File: config.mk
export PLATFORM = sky130hd
export DESIGN_NAME = mts_cell
export DESIGN_NICKNAME = d
export VERILOG_FILES = /design/src/mts_pkg.sv /design/src/mts_cell.sv
export SDC_FILE = /design/constraint.sdc
export NUM_CORES = 1
export LEC_CHECK = 0
export ABC_AREA = 1
export BUFFER_PORTS_ARGS = -buffer_cell sky130_fd_sc_hd__buf_4
export CORE_MARGIN = 10
export CORE_UTILIZATION = 44
export DETAILED_ROUTE_END_ITERATION = 7
export PLACE_DENSITY = 0.85
export SYNTH_ARGS = -nofsm -noshare
export SYNTH_HDL_FRONTEND = slang
export SYNTH_SLANG_ARGS = --single-unit
File: constraint.sdc
create_clock -name i_clk -period 3.02 [get_ports i_clk]
set_input_delay 0.755 -clock i_clk [delete_from_list [all_inputs] [get_ports i_clk]]
set_output_delay 0.755 -clock i_clk [all_outputs]
set_load 0.02 [all_outputs]
File: src/mts_pkg.sv
`timescale 1ns / 1ps
// ----------------------------------------------------------------------------
// mts_pkg: shared types and constants for the min tracking stack
// Beat structs for both channels, command and status codes, cell control.
// ----------------------------------------------------------------------------
package mts_pkg;

    localparam int DATA_WIDTH  = 32;
    localparam int ENTRY_WIDTH = DATA_WIDTH + 2;
    localparam int COUNT_WIDTH = 9;

    // command codes
    localparam logic CMD_PUSH = 1'b0;
    localparam logic CMD_POP  = 1'b1;

    // status codes
    localparam logic [1:0] ST_OK        = 2'd0;
    localparam logic [1:0] ST_POP_EMPTY = 2'd1;
    localparam logic [1:0] ST_PUSH_FULL = 2'd2;

    typedef struct packed {
        logic                          cmd;
        logic signed [DATA_WIDTH-1:0]  push_value;
    } t_in_beat;

    typedef struct packed {
        logic signed [DATA_WIDTH-1:0]  top_value;
        logic signed [DATA_WIDTH-1:0]  min_value;
        logic [COUNT_WIDTH-1:0]        entry_count;
        logic                          is_empty;
        logic [1:0]                    status;
    } t_out_beat;

    // shift control broadcast to every cell
    typedef struct packed {
        logic push;
        logic pop;
    } t_shift_ctl;

endpackage

File: src/mts_cell.sv
`timescale 1ns / 1ps
// ----------------------------------------------------------------------------
// mts_cell: one stack slot
// Holds one encoded entry; on push it takes its upper neighbor's entry, on
// pop its lower neighbor's entry, otherwise it holds.
// ----------------------------------------------------------------------------
module mts_cell (
    input  logic                                 i_clk,
    input  mts_pkg::t_shift_ctl                  i_ctl,
    input  logic [mts_pkg::ENTRY_WIDTH-1:0]      i_from_up,
    input  logic [mts_pkg::ENTRY_WIDTH-1:0]      i_from_down,
    output logic [mts_pkg::ENTRY_WIDTH-1:0]      o_entry
);
    import mts_pkg::*;

    logic [ENTRY_WIDTH-1:0] r_entry;

    // shift register slot, payload only, no reset
    always_ff @(posedge i_clk) begin
        if (i_ctl.push) begin
            r_entry <= i_from_up;
        end else if (i_ctl.pop) begin
            r_entry <= i_from_down;
        end
    end

    assign o_entry = r_entry;

endmodule

==> impl_metrics.toml, run 1 <==
[clock_network]
cts_sinks = 34
cts_tree = "yes"
clkTransAtPathRegs_ns = 0.10
hold_buffers = 0
cts-resized-gates = 0
numCtsBuffers = 5
cts_setup_buffers = 0
cts-root-buf = "clkbuf_4"
cts_max_level = 2
cts.path.max_buffers = 2

[floorplanning]
core-area_um2 = 3340
dieWidth_um = 78.7
die_area_um2 = 6200
rows = 21
start_util_pct = 45.5
die_h_um = 78.7
ioPinCount = 105

[logic_synthesis]
syn_avg_cell_area_um2 = 10.5
synth_warnings = 0
synth_top_area_cell = "edfxtp_1"
ys_top_cells_by_area = "edfxtp_1 67%, nand2_1 23%, nand2_2 4.1%"
synth_top_area_share_pct = 67.3
syn_inst = 145
syn_area_um2 = 1520
yosysUniqueCellTypes = 8
synth-seq-cells = 34
ys_seq_area_share_pct = 67.3
synthesis.nets = 216

[sta]
setup_violations = 0
timing.hold.ws_ns = 0.680
setup_tns_ns = 0
layout_setup_ws_ns = 1.36
worst_slew_pin_slew_ns = 0.764
min_period_ns = 1.66
finalHoldViolations = 0
post-route-period-util_pct = 55.1
rsz0062_at_grt = "false"
max_freq_mhz = 601
slew_headroom_pct = 49.1
slew_viol_final = 0

[route]
detail-route-antenna-nets = 0
viasPerCell = 4.47
vias = 1324
first_pass_iters = 4
drc = 0
totalWireLength_mm = 4.22
drt_iter0_drc = 48
drt-wirelength-per-cell_um = 14.2

[global_route]
grt_usage_pct = 12.6
grt_pass1_wl_mm = 6.08
grt_antenna_before_repair = 0
grt_max_degree = 36
grt-ovfl-total = 0
grt_pass1_vias = 1313

[cells_and_area]
diodes = 0
fillers = 255
mostFrequentLayoutCells = "105 x buf_4, 92 x nand2_1, 34 x edfxtp_1"
multi_input_area_um2 = 414
fin_area_um2 = 2340
syn2layout_area_growth_pct = 54.0
largest_reg_flops = 34
final_cells = 296
final_common_cell = "buf_4"
drive_gt1_share_pct = 48.8
regArea_um2 = 1020
num-nets-final = 321

[critical_path]
cp_slowest_cell = "edfxtp_1"
worst_setup_path_end_kind = "output port"
crit_chain = "buf_4"
cp_max_fo = 1
critPathLaunch = "o_entry[27]"
critical_path.max_stage_delay_ns = 0.40
required_ns = 2.26
critPathTopFamily = "flip-flops"
crit_arrival_ns = 0.91
crit_path_start_kind = "register"
worstSetupPathType = "register to output port"
path_buf_inv = 1

[power]
p_int_uw = 803
p_leak_nw = 1.19
ir_worst_vdd_uv = 365
p_sw_uw = 293
p_sw_share_pct = 26.8
power.density_nw_per_um2 = 469
seqPwrFrac_pct = 54.0
clkPwrFrac_pct = 20.4
comb_power_share_pct = 25.6

[status]
status = "finished, final reports clean"

[placed_design]
place_ws_ns = 1.18
placed_cells = 289
io_buffers = 104
dpl.hpwl_mm = 3.27
place_congestion = 0.682
placed_area_um2 = 2290

[job]
drv_cap = 0

[hold_path]
worst_hold_startpoint = "i_from_down[29]"
hp-class = "input port to register"
[power by group through the flow]
stage	clock network, mW	logic [mW]	registers, mW
after floorplan	0	0.0594	0.673
after global placement	0	0.280	0.601
after detailed placement	0	0.285	0.603
after CTS	0.231	0.285	0.592
after global routing	0.256	0.301	0.596
final	0.223	0.281	0.592
[synth_stat cells, drive strengths merged]
cell,instances
or2,1
nand2,102
inv,1
edfxtp,34
buf,7
[layout make-up]
cell class | instances | area share (%)
Clock buffer | 7 | 1.93
Multi-Input combinational cell | 103 | 17.7
Timing Repair Buffer | 105 | 33.7
Sequential cell | 34 | 43.7
Tap cell | 46 | 2.46
Inverter | 1 | 0.482
[worst paths after layout]
| check | to | slack, ns | cells after the start |
|---|---|---|---|
| setup / recovery | o_entry[27] | 1.36 | 1 |
| hold / removal | o_entry[29] | 0.68 | 3 |
[per-stage QoR]
step / power (mW) / util [%]
floorplan: 0.732 / -
global placement: 0.881 / 68.7
detailed placement: 0.888 / 68.7
CTS: 1.11 / 70.0
global route: 1.15 / 70.0
finish: 1.10 / 70.0
[kinds of logic (layout without fill, tap and decap cells)]
| group | after synthesis | count (layout) | share of synthesized area (%) |
|---|---|---|---|
| flip-flops | 34 | 34 | 67.3 |
| buffers and inverters | 8 | 113 | 5.44 |
| AND/OR/NAND/NOR | 103 | 103 | 27.3 |
[routing by layer]
layer  global-route usage, %  routed length [µm]
met2                    20.5                2020
met4                    5.56                  87
met5                       0                   0
met1                    12.2                1510
met3                    8.90                 592
Power figures use the tool's default switching activity.
==> run 2: changes to the inputs <==
--- a/config.mk
+++ b/config.mk
@@ -8,9 +8,9 @@
 export ABC_AREA = 1
 export BUFFER_PORTS_ARGS = -buffer_cell sky130_fd_sc_hd__buf_4
 export CORE_MARGIN = 10
-export CORE_UTILIZATION = 44
+export CORE_UTILIZATION = 37
 export DETAILED_ROUTE_END_ITERATION = 7
-export PLACE_DENSITY = 0.85
+export PLACE_DENSITY = 0.76
 export SYNTH_ARGS = -nofsm -noshare
 export SYNTH_HDL_FRONTEND = slang
 export SYNTH_SLANG_ARGS = --single-unit
==> constraint.sdc (replaced) <==
create_clock -name i_clk -period 1.4 [get_ports i_clk]
set_input_delay 0.35 -clock i_clk [delete_from_list [all_inputs] [get_ports i_clk]]
set_output_delay 0.35 -clock i_clk [all_outputs]
set_load 0.02 [all_outputs]
==> run 2 against run 1 <==
Highest routed layer unchanged. Clock power grew to 2.8 times the previous value. Die area rose by 14%. Setup slack lost 1.1 ns. First-iteration DRC count up 96%. Design area grew 2.7%. Largest cell class unchanged. Flip-flop and latch count did not move. Combinational power grew 120%.
==> impl_metrics.toml, run 2 (synthesis results as in run 1) <==
[status]
status = "finished, final reports clean"

[global_route]
grt_pass1_wl_mm = 6.78
grt_antenna_before_repair = 0
grt-ovfl-total = 0
grt_usage_pct = 12.0
grt_pass1_vias = 1355
grt_max_degree = 35

[route]
totalWireLength_mm = 4.26
vias = 1280
wl_met3_um = 459
drt_iter0_drc = 94
drc = 0
first_pass_iters = 4
detail-route-antenna-nets = 0
top_layer_used = "met4"
wl_met2_mm = 2.24
viasPerCell = 4.24
wl_met1_mm = 1.52
drt-wirelength-per-cell_um = 14.1

[clock_network]
cts.path.max_buffers = 2
hold_buffers = 0
cts_max_level = 2
numCtsBuffers = 5
clkTransAtPathRegs_ns = 0.06
cts_setup_buffers = 0
cts_sinks = 34
cts-resized-gates = 0
cts_tree = "yes"
cts-root-buf = "clkbuf_8"

[floorplanning]
die_h_um = 84.0
dieWidth_um = 84.0
die_area_um2 = 7060
core-area_um2 = 3970
start_util_pct = 38.2
ioPinCount = 105
rows = 23

[critical_path]
required_ns = 1.05
worstSetupPathType = "register to output port"
worst_setup_path_end_kind = "output port"
path_buf_inv = 1
cp_slowest_cell = "edfxtp_1"
crit_arrival_ns = 0.82
cp_max_fo = 1
critPathTopFamily = "flip-flops"
crit_path_start_kind = "register"
critical_path.max_stage_delay_ns = 0.38
crit_chain = "buf_4"

[sta]
setup_violations = 0
min_period_ns = 1.17
max_freq_mhz = 857
slew_headroom_pct = 85.8
post-route-period-util_pct = 83.3
rsz0062_at_grt = "false"
slew_viol_final = 0
setup_tns_ns = 0
worst_slew_pin_slew_ns = 0.214
finalHoldViolations = 0

[power]
comb_power_share_pct = 24.3
p_int_mw = 1.89
ir_worst_vdd_uv = 549
p_leak_nw = 1.22
seqPwrFrac_pct = 50.6
power.density_nw_per_um2 = 1050
p_sw_share_pct = 25.2
clkPwrFrac_pct = 25.1
p_sw_uw = 636

[placed_design]
place_congestion = 0.702
io_buffers = 104
placed_cells = 295
dpl.hpwl_mm = 3.51
placed_area_um2 = 2320

[cells_and_area]
fin_area_um2 = 2400
final_common_cell = "buf_4"
diodes = 0
largest_reg_flops = 34
final_cells = 302
mostFrequentLayoutCells = "106 x buf_4, 92 x nand2_1, 34 x edfxtp_1"
drive_gt1_share_pct = 49.2
num-nets-final = 323
syn2layout_area_growth_pct = 58.2

[hold_path]
hp-class = "input port to register"

[job]
drv_cap = 0
## run 2: cell count changes in the layout (fill, tap and decap cells not counted)
| cell | before | now |
|---|---|---|
| buf_12 | 0 | 1 |
| buf_4 | 105 | 106 |
| clkbuf_4 | 5 | 0 |
| clkbuf_8 | 0 | 5 |
## run 2: final cells by class
class / instances / area [µm²]
multi-input cells: 103 / 414
fillers: 373 / 1570
well taps: 50 / 62.6
clock buffers: 7 / 76.3
flip-flops and latches: 34 / 1020
inverters: 1 / 11.3
repair buffers: 107 / 816
## run 2: stage by stage
| stage | setup WS (ns) | total power [mW] | utilization (%) | hold WS, ns |
|---|---|---|---|---|
| 6_report | 0.233 | 2.53 | 60.5 | 0.339 |
| 5_1_grt | 0.182 | 2.67 | 60.5 | 0.330 |
| 4_1_cts | 0.219 | 2.58 | 60.5 | 0.329 |
| 3_5_place_dp | 0.165 | 1.93 | 58.5 | 0.618 |
| 3_3_place_gp | 0.172 | 1.91 | 58.5 | 0.618 |
| 2_1_floorplan | 0.0557 | 1.58 | - | 0.523 |
## run 2: path summary, 6_finish.rpt
path                            start     endpoint  slack (ns)  cells after the start
worst max-delay path      o_entry[15]  o_entry[15]        0.23                      1
worst min-delay path  i_from_down[26]  o_entry[26]        0.34                      3
## run 2: metal layers
metal | up-vias | GRT usage (%)
li1 | 673 | -
met2 | 61 | 20.3
met4 | 0 | 4.57
met5 | - | 0
met1 | 544 | 12.6
met3 | 2 | 5.47
## run 2: power by group through the flow
stage               Combinational, mW  Sequential, mW  Clock [mW]
floorplan                       0.128            1.45           0
global placement                0.619            1.30           0
detailed placement              0.629            1.30           0
CTS                             0.629            1.28       0.668
global route                    0.666            1.29       0.710
finish                          0.615            1.28       0.635
==> run 3: changes to the inputs <==
==> constraint.sdc (replaced) <==
create_clock -name i_clk -period 1 [get_ports i_clk]
set_input_delay 0.25 -clock i_clk [delete_from_list [all_inputs] [get_ports i_clk]]
set_output_delay 0.25 -clock i_clk [all_outputs]
set_load 0.02 [all_outputs]
==> run 3 against run 2 <==
The run now ends with negative setup slack left. Flip-flop and latch count did not move. Worst hold slack got worse by 0.11 ns. Non-clock buffer count fell by 2. Design area rose by 4.4%. Clock power rose by 46%. Sequential share of layout area fell by 1.8 points. Utilization rose by 2.7 points. Cell count fell by 0.66%. Sequential power rose by 42%. Routed wire length fell by 0.89%. Setup slack got worse by 0.32 ns. Clock-buffer cell count did not move. Critical endpoint is now o_entry[5]. Largest cell class unchanged. Largest power group unchanged.
==> impl_metrics.toml, run 3 (synthesis results as in run 1) <==
[status]
status = "finished, violations left"
failed_checks = "negative setup slack"

[floorplanning]
die_area_um2 = 7060
die_h_um = 84.0
rows = 23
ioPinCount = 105
dieWidth_um = 84.0
start_util_pct = 38.2
core-area_um2 = 3970

[power]
ir_worst_vdd_uv = 694
power_mw = 3.69
p_leak_nw = 1.25
power.density_nw_per_um2 = 1470

[clock_network]
clkTransAtPathRegs_ns = 0.06
cts_max_level = 2
cts-root-buf = "clkbuf_8"
numCtsBuffers = 5
cts_tree = "yes"
cts_sinks = 34
cts_setup_buffers = 0
cts.path.max_buffers = 2

[sta]
worst_slew_pin_slew_ns = 0.467
finalHoldViolations = 0
max_freq_mhz = 921
slew_viol_final = 0
rsz0062_at_grt = "true"
layout_setup_ws_ns = -0.0859
slew_headroom_pct = 68.9
post-route-period-util_pct = 109
setup_violations = 34
min_period_ns = 1.09

[global_route]
grt_antenna_before_repair = 0
grt_usage_pct = 11.6
grt-ovfl-total = 0
grt_max_degree = 36
grt_pass1_wl_mm = 6.49
grt_pass1_vias = 1375

[route]
detail-route-antenna-nets = 0
viasPerCell = 4.34
drc = 0
drt-wirelength-per-cell_um = 14.1
drt_iter0_drc = 89
first_pass_iters = 4
vias = 1303
totalWireLength_mm = 4.22

[cells_and_area]
syn2layout_area_growth_pct = 65.2
drive_gt1_share_pct = 48.8
fillers = 333
largest_reg_flops = 34
fin_area_um2 = 2510
mostFrequentLayoutCells = "92 x nand2_1, 70 x buf_4, 35 x buf_6"
finish.utilization_pct = 63.1
diodes = 0
final_common_cell = "nand2_1"
num-nets-final = 321

[hold_path]
min_to = "o_entry[21]"
worst_hold_startpoint = "i_from_down[21]"
whs_path_depth = 3
hp-class = "input port to register"

[critical_path]
path_buf_inv = 1
critPathTopFamily = "flip-flops"
required_ns = 0.75
crit_arrival_ns = 0.84
cp_slowest_cell = "edfxtp_1"
critical_path.max_stage_delay_ns = 0.41
critPathLaunch = "o_entry[5]"
worstSetupPathType = "register to output port"
cp_max_fo = 1
crit_path_start_kind = "register"
crit_chain = "buf_6"
worst_setup_path_end_kind = "output port"

[placed_design]
place_congestion = 0.721
io_buffers = 104
place_ws_ns = -0.268
dpl.hpwl_mm = 3.31
placed_area_um2 = 2300

[job]
drv_cap = 0
[run 3: changes by cell type in the layout (fill, tap and decap cells not counted), sizes merged]
cell / change
buf: -2
[run 3: how the worst max path moves through the flow]
stage | endpoint | cells past startpoint
2_1_floorplan | o_entry[0] | 2
3_3_place_gp | o_entry[19] | 5
3_5_place_dp | o_entry[26] | 5
4_1_cts | o_entry[5] | 1
5_1_grt | o_entry[5] | 1
6_report | o_entry[5] | 1
[run 3: stage by stage]
stage	instances	TNS [ns]	hold slack, ns
2_1_floorplan	145	-1.10	0.423
4_1_cts	300	-2.24	0.223
3_5_place_dp	293	-12.74	0.518
3_3_place_gp	293	-12.20	0.512
6_report	300	-1.79	0.233
5_1_grt	300	-3.02	0.226
[run 3: power by group]
group | switching [mW] | internal (mW) | total (mW)
combinational | 0.430 | 0.504 | 0.934
sequential | 0.0689 | 1.76 | 1.82
clock | 0.448 | 0.479 | 0.927
[run 3: layout make-up]
| class | count | area [µm²] | area share, % |
|---|---|---|---|
| well taps | 50 | 62.6 | 2.50 |
| clock buffers | 7 | 76.3 | 3.04 |
| multi-input cells | 103 | 417 | 16.6 |
| repair buffers | 105 | 920 | 36.7 |
| inverters | 1 | 11.3 | 0.449 |
| flip-flops and latches | 34 | 1020 | 40.7 |
[run 3: repair_timing]
item	in CTS	in global routing
hold buffers	0	0
setup endpoints to repair	34	64
resized for setup	30	5
[run 3: per-layer routing]
metal / share of wire (%) / GRT usage, %
met5: 0 / 0
met4: 0.92 / 4.57
met3: 11 / 6.05
met1: 36 / 11.4
met2: 52 / 20.1
